===== config.mk =====
export PLATFORM = sky130hd
export DESIGN_NAME = blockwise_adler32
export DESIGN_NICKNAME = d
export VERILOG_FILES = /design/src/design/ba32_pkg.sv /design/src/design/ba32_core.sv /design/src/design/ba32_out_reg.sv /design/src/design/blockwise_adler32.sv
export SDC_FILE = /design/constraint.sdc
export NUM_CORES = 1
export LEC_CHECK = 0
export BUFFER_PORTS_ARGS = -buffer_cell sky130_fd_sc_hd__buf_2
export CAP_MARGIN = 20
export CORE_UTILIZATION = 59
export DETAILED_ROUTE_END_ITERATION = 8
export PLACE_DENSITY = 0.81
export SLEW_MARGIN = 20
export SYNTH_ARGS = -nofsm -noshare
export SYNTH_HDL_FRONTEND = slang
export SYNTH_SLANG_ARGS = --single-unit

===== constraint.sdc =====
create_clock -name i_clk -period 8.75 [get_ports i_clk]
set_input_delay 0.4375 -clock i_clk [delete_from_list [all_inputs] [get_ports i_clk]]
set_output_delay 0.4375 -clock i_clk [all_outputs]
set_load 0.1 [all_outputs]

===== src/design/ba32_pkg.sv =====
`timescale 1ns / 1ps
`default_nettype none
// ----------------------------------------------------------------------------
// ba32_pkg
// Shared widths, constants and types for the blockwise Adler-32 engine.
// ----------------------------------------------------------------------------
package ba32_pkg;

    // field widths
    localparam int BYTE_W  = 8;
    localparam int SUM_W   = 16;
    localparam int CNT_W   = 17;
    localparam int CSUM_W  = 2 * SUM_W;
    localparam int S_TDATA_W = 8;
    localparam int M_TDATA_W = 56;

    // arithmetic constants
    localparam logic [SUM_W-1:0] ADLER_MOD = 16'd65521;
    localparam logic [CNT_W-1:0] MAX_BLOCK = 17'h10000;
    localparam logic [SUM_W-1:0] SUM_LOW_INIT  = 16'd1;
    localparam logic [SUM_W-1:0] SUM_HIGH_INIT = 16'd0;

    // one finished checksum result
    typedef struct packed {
        logic              emit;
        logic [CSUM_W-1:0] checksum;
        logic [CNT_W-1:0]  block_bytes;
        logic              final_block;
    } t_result;

endpackage
`default_nettype wire


===== src/design/ba32_core.sv =====
`timescale 1ns / 1ps
`default_nettype none
// ----------------------------------------------------------------------------
// ba32_core
// Running Adler-32 sums and byte count; one byte per cycle while i_advance
// is high, reports a checksum when the block fills or the stream ends.
// ----------------------------------------------------------------------------
module ba32_core (
    input  wire logic                      i_clk,
    input  wire logic                      i_rst_n,
    input  wire logic                      i_valid,
    input  wire logic                      i_advance,
    input  wire logic [ba32_pkg::BYTE_W-1:0] i_data_byte,
    input  wire logic                      i_stream_end,
    input  wire logic [ba32_pkg::CNT_W-1:0]  i_block_length,
    output ba32_pkg::t_result              o_result
);
    import ba32_pkg::*;

    logic [SUM_W-1:0] r_sum_low;
    logic [SUM_W-1:0] r_sum_high;
    logic [CNT_W-1:0] r_bytes;
    logic [SUM_W-1:0] n_sum_low;
    logic [SUM_W-1:0] n_sum_high;
    logic [CNT_W-1:0] n_bytes;

    logic [SUM_W:0]   low_raw;
    logic [SUM_W:0]   high_raw;
    logic [SUM_W-1:0] low_mod;
    logic [SUM_W-1:0] high_mod;
    logic [CNT_W-1:0] bytes_inc;
    logic [CNT_W-1:0] eff_len;
    logic             close_block;

    // a = (a + byte) mod 65521, then b = (b + a) mod 65521
    always_comb begin
        low_raw  = {1'b0, r_sum_low} + {{(SUM_W + 1 - BYTE_W){1'b0}}, i_data_byte};
        low_mod  = (low_raw >= {1'b0, ADLER_MOD}) ? SUM_W'(low_raw - {1'b0, ADLER_MOD})
                                                  : low_raw[SUM_W-1:0];
        high_raw = {1'b0, r_sum_high} + {1'b0, low_mod};
        high_mod = (high_raw >= {1'b0, ADLER_MOD}) ? SUM_W'(high_raw - {1'b0, ADLER_MOD})
                                                   : high_raw[SUM_W-1:0];
    end

    // saturating byte count and effective block length
    always_comb begin
        bytes_inc = (r_bytes < MAX_BLOCK) ? CNT_W'(r_bytes + 1'b1) : r_bytes;
        if (i_block_length == '0 || i_block_length > MAX_BLOCK) begin
            eff_len = MAX_BLOCK;
        end else begin
            eff_len = i_block_length;
        end
        close_block = i_stream_end || (bytes_inc >= eff_len);
    end

    // result of the item under work
    always_comb begin
        o_result.emit        = i_valid && close_block;
        o_result.checksum    = {high_mod, low_mod};
        o_result.block_bytes = bytes_inc;
        o_result.final_block = i_stream_end;
    end

    // next state: restart after a closed block
    always_comb begin
        n_sum_low  = r_sum_low;
        n_sum_high = r_sum_high;
        n_bytes    = r_bytes;
        if (i_advance) begin
            if (close_block) begin
                n_sum_low  = SUM_LOW_INIT;
                n_sum_high = SUM_HIGH_INIT;
                n_bytes    = '0;
            end else begin
                n_sum_low  = low_mod;
                n_sum_high = high_mod;
                n_bytes    = bytes_inc;
            end
        end
    end

    // sum and count registers
    always_ff @(posedge i_clk) begin
        if (!i_rst_n) begin
            r_sum_low  <= SUM_LOW_INIT;
            r_sum_high <= SUM_HIGH_INIT;
            r_bytes    <= '0;
        end else begin
            r_sum_low  <= n_sum_low;
            r_sum_high <= n_sum_high;
            r_bytes    <= n_bytes;
        end
    end

endmodule
`default_nettype wire


===== src/design/ba32_out_reg.sv =====
`timescale 1ns / 1ps
`default_nettype none
// ----------------------------------------------------------------------------
// ba32_out_reg
// Result register on the output stream; holds a checksum until taken.
// ----------------------------------------------------------------------------
module ba32_out_reg (
    input  wire logic                          i_clk,
    input  wire logic                          i_rst_n,
    input  wire logic                          i_load,
    input  wire ba32_pkg::t_result             i_result,
    input  wire logic                          i_tready,
    output logic                               o_free,
    output logic                               o_tvalid,
    output logic [ba32_pkg::M_TDATA_W-1:0]     o_tdata,
    output logic                               o_tlast
);
    import ba32_pkg::*;

    logic              r_valid;
    logic [CSUM_W-1:0] r_checksum;
    logic [CNT_W-1:0]  r_block_bytes;
    logic              r_final;

    // slot can take a new item when empty or draining this cycle
    assign o_free = !r_valid || i_tready;

    // valid flag
    always_ff @(posedge i_clk) begin
        if (!i_rst_n) begin
            r_valid <= 1'b0;
        end else if (i_load) begin
            r_valid <= 1'b1;
        end else if (i_tready) begin
            r_valid <= 1'b0;
        end
    end

    // payload
    always_ff @(posedge i_clk) begin
        if (i_load) begin
            r_checksum    <= i_result.checksum;
            r_block_bytes <= i_result.block_bytes;
            r_final       <= i_result.final_block;
        end
    end

    assign o_tvalid = r_valid;
    assign o_tdata  = {{(M_TDATA_W - CSUM_W - CNT_W){1'b0}}, r_block_bytes, r_checksum};
    assign o_tlast  = r_final;

endmodule
`default_nettype wire


===== src/design/blockwise_adler32.sv =====
`timescale 1ns / 1ps
`default_nettype none
// ----------------------------------------------------------------------------
// blockwise_adler32
// Adler-32 checksum per fixed-length block of a byte stream.
// ----------------------------------------------------------------------------
// Path: the closing byte of a block waits in the input register until the
//   output is free, then its checksum is loaded into the result register.
// Throughput: one byte per cycle; the sum update loop sets this. A closing
//   byte stalls the input while the output still holds an untaken result.
// Reset: synchronous, active low; clears the sums (a = 1, b = 0), the byte
//   count, both valid flags, and sets the block length to 65536.
// ----------------------------------------------------------------------------
module blockwise_adler32 (
    input  wire logic                          i_clk,
    input  wire logic                          i_rst_n,
    // configuration: block length
    input  wire logic                          i_cfg_wr_en,
    input  wire logic [ba32_pkg::CNT_W-1:0]    i_cfg_wr_data,
    // input stream
    input  wire logic                          s_axis_tvalid,
    output logic                               s_axis_tready,
    input  wire logic [ba32_pkg::S_TDATA_W-1:0] s_axis_tdata, // [7:0] data_byte
    input  wire logic                          s_axis_tlast,  // stream_end
    // output stream
    output logic                               m_axis_tvalid,
    input  wire logic                          m_axis_tready,
    output logic [ba32_pkg::M_TDATA_W-1:0]     m_axis_tdata,  // [31:0] checksum,
                                                              // [48:32] block_bytes,
                                                              // [55:49] zero
    output logic                               m_axis_tlast   // final_block
);
    import ba32_pkg::*;

    logic [CNT_W-1:0]  r_block_length;
    logic              r_in_valid;
    logic [BYTE_W-1:0] r_in_byte;
    logic              r_in_last;

    t_result core_result;
    logic    out_free;
    logic    advance;
    logic    in_fire;

    // block length register
    always_ff @(posedge i_clk) begin
        if (!i_rst_n) begin
            r_block_length <= MAX_BLOCK;
        end else if (i_cfg_wr_en) begin
            r_block_length <= i_cfg_wr_data;
        end
    end

    // item under work moves on unless its result finds the output full
    assign advance       = r_in_valid && (!core_result.emit || out_free);
    assign s_axis_tready = !r_in_valid || advance;
    assign in_fire       = s_axis_tvalid && s_axis_tready;

    // input register
    always_ff @(posedge i_clk) begin
        if (!i_rst_n) begin
            r_in_valid <= 1'b0;
        end else if (in_fire) begin
            r_in_valid <= 1'b1;
        end else if (advance) begin
            r_in_valid <= 1'b0;
        end
    end

    always_ff @(posedge i_clk) begin
        if (in_fire) begin
            r_in_byte <= s_axis_tdata[BYTE_W-1:0];
            r_in_last <= s_axis_tlast;
        end
    end

    // checksum datapath
    ba32_core u_core (
        .i_clk          (i_clk),
        .i_rst_n        (i_rst_n),
        .i_valid        (r_in_valid),
        .i_advance      (advance),
        .i_data_byte    (r_in_byte),
        .i_stream_end   (r_in_last),
        .i_block_length (r_block_length),
        .o_result       (core_result)
    );

    // result register
    ba32_out_reg u_out (
        .i_clk    (i_clk),
        .i_rst_n  (i_rst_n),
        .i_load   (advance && core_result.emit),
        .i_result (core_result),
        .i_tready (m_axis_tready),
        .o_free   (out_free),
        .o_tvalid (m_axis_tvalid),
        .o_tdata  (m_axis_tdata),
        .o_tlast  (m_axis_tlast)
    );

endmodule
`default_nettype wire


# --- After elaboration in Yosys (flattened, before gate mapping) ---
# Index checks and enable logic that the tools add are counted.
word_totals:
  elab_cells: 47
  input_bits: 31
  out_inout_bits: 59
  reg_bits: 127
op_classes:
  add_sub_neg: 5
  n_reduce_logical: 15
  order_cmp: 5
  n_mux: 11
op_table:
  columns: ["operator", "n"]
  rows:
  - ["$mux 16", 4]
  - ["$mux 17", 3]
  - ["$ge 17x16->1 const B", 2]
  - ["$sub 16x16->16 const B", 2]
  - ["$add 16x16->17", 1]
  - ["$add 16x8->17", 1]
  - ["$add 17x1->17 const B", 1]
  - ["$ge 17x17->1", 1]
  - ["$gt 17x17->1 const B", 1]
  - ["$logic_not 17->1", 1]
  - ["$lt 17x17->1 const B", 1]
  - ["$logic_or 1x1->1", 5]
  - ["$logic_and 1x1->1", 4]
  - ["$mux 1", 4]
  - ["$reduce_bool 2->1", 2]
  - ["$logic_not 1->1", 3]

# --- Depth between registers and ports, before layout ---
logic_depth:
  ltp_word: 12
  mapped_depth: 28

# --- Hierarchy ---
# From an unflattened synthesis, not the netlist that was laid out.
unflattened:
  cells_unflattened: 793
  area_unflattened_um2: 7797.5
by_module_without_submodules:
  columns: ["mod", "area_each_um2", "cells_each", "seq_area_each_um2", "n_inst"]
  rows:
  - ["ba32_core", 5208.7, 660, 980.9, 1]
  - ["ba32_out_reg", 1606.5, 62, 1521.5, 1]
  - ["blockwise_adler32", 982.2, 71, 630.6, 1]

# --- Least setup slack after synthesis ---
# Ideal clock, no wire load.
synth_timing:
  path_type: "register to register"
  startpoint: "register r_in_byte[0]"
  endpoint: "register u_core.r_sum_high[4]"
  arrival_time_ns: 6.513
  slack_ns: 2.120
  path_stages_with_launch: 27
  setup_time_ns: 0.117
  path_cell_list: "edfxtp_1 -> ha_1 -> inv_1 -> fa_1 -> nand2b_1 -> a21oi_1 -> a31oi_1 -> xnor2_1 -> or4_1 -> nand2b_1 -> o21bai_1 -> buf_2 -> xnor2_1 -> ha_1 -> inv_1 -> fa_1 -> nand3b_1 -> a2111oi_2 -> a311oi_1 -> a2111oi_2 -> nand4_2 -> or3_4 -> o41a_1 -> buf_6 -> a31oi_4 -> xor2_1 -> a32o_1"
synth_lines:
  columns: ["element", "line", "text"]
  rows:
  - ["start: declaration", "blockwise_adler32.sv:37", "logic [BYTE_W-1:0] r_in_byte;"]
  - ["start signal: assignment", "blockwise_adler32.sv:72", "r_in_byte <= s_axis_tdata[BYTE_W-1:0];"]
  - ["end signal: assignment", "ba32_core.sv:90", "r_sum_high <= n_sum_high;"]
  - ["end: declaration", "ba32_core.sv:21", "logic [SUM_W-1:0] r_sum_high;"]

==> out/metrics.yaml <==
worst_setup_path:
  critPathCaptureType: "flip-flop"
  rr_endpoint: "u_core.r_sum_high[8]"
  rr_worst_depth: 24
  cp.arrival_ps: 8550
  crit_path_start_kind: "flip-flop"
  r2r_slack_ps: 510
  reg2reg_from: "u_core.r_sum_low[0]"
  crit_type: "reg2reg"
  crit_path_max_fanout: 12
  critPathRequiredTime_ps: 9070
clock_tree:
  cts_tree: "done"
  postCtsHoldBufs: 0
  cts_resized: 0
  cts_buffer_depth: 2
  htree_levels: 4
  cts_setup_buffers: 0
  cts-root-buf: "clkbuf_16"
  numCtsBuffers: 17
  cts.sinks: 127
  clk_pin_slew_ps: 60
  clkLatencyLatePin_ps: 430
timing:
  max_slew_margin_pct: 27.4
  finalSetupViolCount: 0
  min_period_ps: 8240
  worst_slack_ps: 514
  clock.fmax_ghz: 0.121
  min_period_over_period_pct: 94.1
  finalHoldViolations: 0
  tightest_slew_ps: 1080
  final.setup_skew_ps: 10.9
  slew_violations: 0
  fin_tns_setup_ps: 0
  rsz0062_at_grt: "no"
drt:
  drc: 0
  wl_per_cell_um: 18.2
  wirelength_um: 18300
  via_per_inst: 6.17
  drt_iter0_drc: 386
  first_pass_iters: 4
  postRouteAntennaNets: 0
  vias: 6226
global_route:
  grt_usage_pct: 28.6
  grt_pass1_wl_um: 29400
  busiest_layer: "met2"
  use_met2_pct: 51.9
  grt_pass1_vias: 6057
  grtUsageMet3_pct: 6.49
  grt_start_max_net_pins: 44
  antenna_found_initial: 0
  grt_util_met1_pct: 32.4
  gr-total-overflow: 0
power:
  switching_share_pct: 31.6
  p_int_mw: 1.13
  pwr-share-seq_pct: 39.9
  switching_power_uw: 522
  combPwrFrac_pct: 18.6
  p_leak_nw: 3.52
  vdd_drop_max_mv: 0.156
  power_frac_clock_pct: 41.5
  power_density_mw_per_mm2: 193
min_path:
  min_from: "s_axis_tdata[2]"
  whs_path_depth: 1
  holdPathEnd: "r_in_byte[2]"
  hold_path_class: "in2reg"
logic_synthesis:
  synth_edf_count: 59
  syn_avg_cell_area_um2: 10.0
  ys_ff_latch: 127
  synth.distinct_cells: 89
  seq_area_frac_synth_pct: 41.1
  synthArstFlopShare_pct: 0
  yosysMostFrequentCell: "dfxtp_1"
  netlist_area_mm2: 0.00762
  synth_area_leaders: "edfxtp_1, dfxtp_1, ha_1"
  synthTopCellsByCount: "dfxtp_1, nor2_1, edfxtp_1"
  synth_ff_type: "dfxtp_1"
  synthesis.instances: 760
  synth_top_area_share_pct: 23.3
  synth_largest_area_cell: "edfxtp_1"
  synth_warnings: 0
run_status:
  status: "finished clean"
placed_design:
  io_buffers: 82
  hpwl_um: 13400
  placed_cells: 977
  place_ws_ps: 740
  place.gp.congestion: 0.894
final_layout:
  final_nets: 906
  diodes: 0
  syn2layout_area_growth_pct: 12.5
  drive_above_1_share_pct: 17.9
  stdcell_count: 1009
floorplanning:
  rows: 41
  ios: 90
  dieArea_mm2: 0.0134
  start_util_pct: 60.4
  die_h_um: 116
  die_x_um: 116
  core_mm2: 0.0126
flow_run:
  maxCapViolations: 0
[metrics by stage]
| stage | hold WS [ps] | power [mW] | cell area (µm²) | util [%] |
|---|---|---|---|---|
| 6_report | 180 | 1.65 | 8570 | 67.9 |
| 3_5_place_dp | 470 | 0.973 | 8010 | 63.4 |
| 3_3_place_gp | 456 | 0.965 | 8010 | 63.4 |
| 5_1_grt | 176 | 1.70 | 8570 | 67.9 |
| 2_1_floorplan | 423 | 0.923 | 7640 | - |
| 4_1_cts | 173 | 1.65 | 8570 | 67.9 |
[layout make-up]
type / count / area (µm²)
flip-flops and latches: 127 / 3130
well taps: 172 / 215
clock inverters: 14 / 135
inverters: 29 / 109
fillers: 1014 / 4050
clock buffers: 18 / 429
multi-input cells: 564 / 4120
repair buffers: 85 / 433
[layer usage]
layer,vias up,share of wire [%]
met5,-,0
met4,0,3.2
met3,45,4.8
met2,213,52
met1,3015,40
li1,2953,-
[state kept, by name, indices dropped and copies added (netlist names)]
name	flops
u_out.r_block_bytes	17
u_core.r_sum_low	16
r_in_byte	8
r_block_length	17
r_in_last	1
u_core.r_sum_high	16
u_out.r_checksum	32
u_out.o_tvalid	1
r_in_valid	1
u_out.o_tlast	1
u_core.r_bytes	17
[cells by family (layout without fill, tap and decap cells)]
family	Yosys count	in the layout	share of synthesized area, %
AOI/OAI and AO/OA	173	173	17.2
buffers and inverters	75	146	5.22
xor gates and xnor gates	61	61	7.01
other	1	7	0.0492
adders and majority gates	51	51	8.57
and+or+nand+nor	250	250	17.8
DFF	127	127	41.1
muxes	22	22	2.97
[power by group through the flow]
| stage | sequential (mW) | clock [mW] | combinational [mW] |
|---|---|---|---|
| floorplan | 0.727 | 0 | 0.195 |
| global placement | 0.670 | 0 | 0.296 |
| finish | 0.658 | 0.685 | 0.307 |
| detailed placement | 0.671 | 0 | 0.303 |
| CTS | 0.658 | 0.688 | 0.305 |
| global route | 0.660 | 0.712 | 0.329 |
[worst max path at each step]
stage / slack [ps] / end / start / cells past startpoint
after floorplan: 2120 / u_core.r_sum_high[4] / r_in_byte[0] / 26
after global placement: 1090 / u_core.r_sum_high[8] / r_in_byte[0] / 24
after detailed placement: 740 / u_core.r_sum_high[8] / r_in_byte[0] / 24
after CTS: 650 / u_core.r_sum_high[8] / r_in_byte[0] / 24
after global routing: 7 / u_core.r_sum_high[8] / u_core.r_sum_low[0] / 24
final: 510 / u_core.r_sum_high[8] / u_core.r_sum_low[0] / 24
[placed cells by master (no fill, tap or decap), types with 26 or more instances in the layout]
cell	synthesis	layout
dfxtp_1	68	68
ha_1	49	49
a32o_1	33	33
xnor2_1	35	35
a21oi_1	37	37
xor2_1	26	26
inv_1	28	28
nor2_1	62	62
nand2_1	41	41
buf_2	1	82
edfxtp_1	59	59
[worst max-delay path: stages, from the launching register on]
cell	delay, ps
dfxtp_1	360
ha_1	220
inv_1	70
fa_1	390
nand2b_1	160
a21oi_1	530
a31oi_1	280
xnor2_1	180
or4_1	600
nand2b_1	180
o21bai_1	710
xnor2_1	260
ha_1	280
inv_1	90
fa_1	410
nand3b_1	230
a2111oi_2	320
a311oi_1	160
a2111oi_2	490
nand4_2	230
or3_4	460
o41a_1	750
nor3b_1	380
xor2_1	140
a32o_1	270
(Power assumes the default switching activity.)
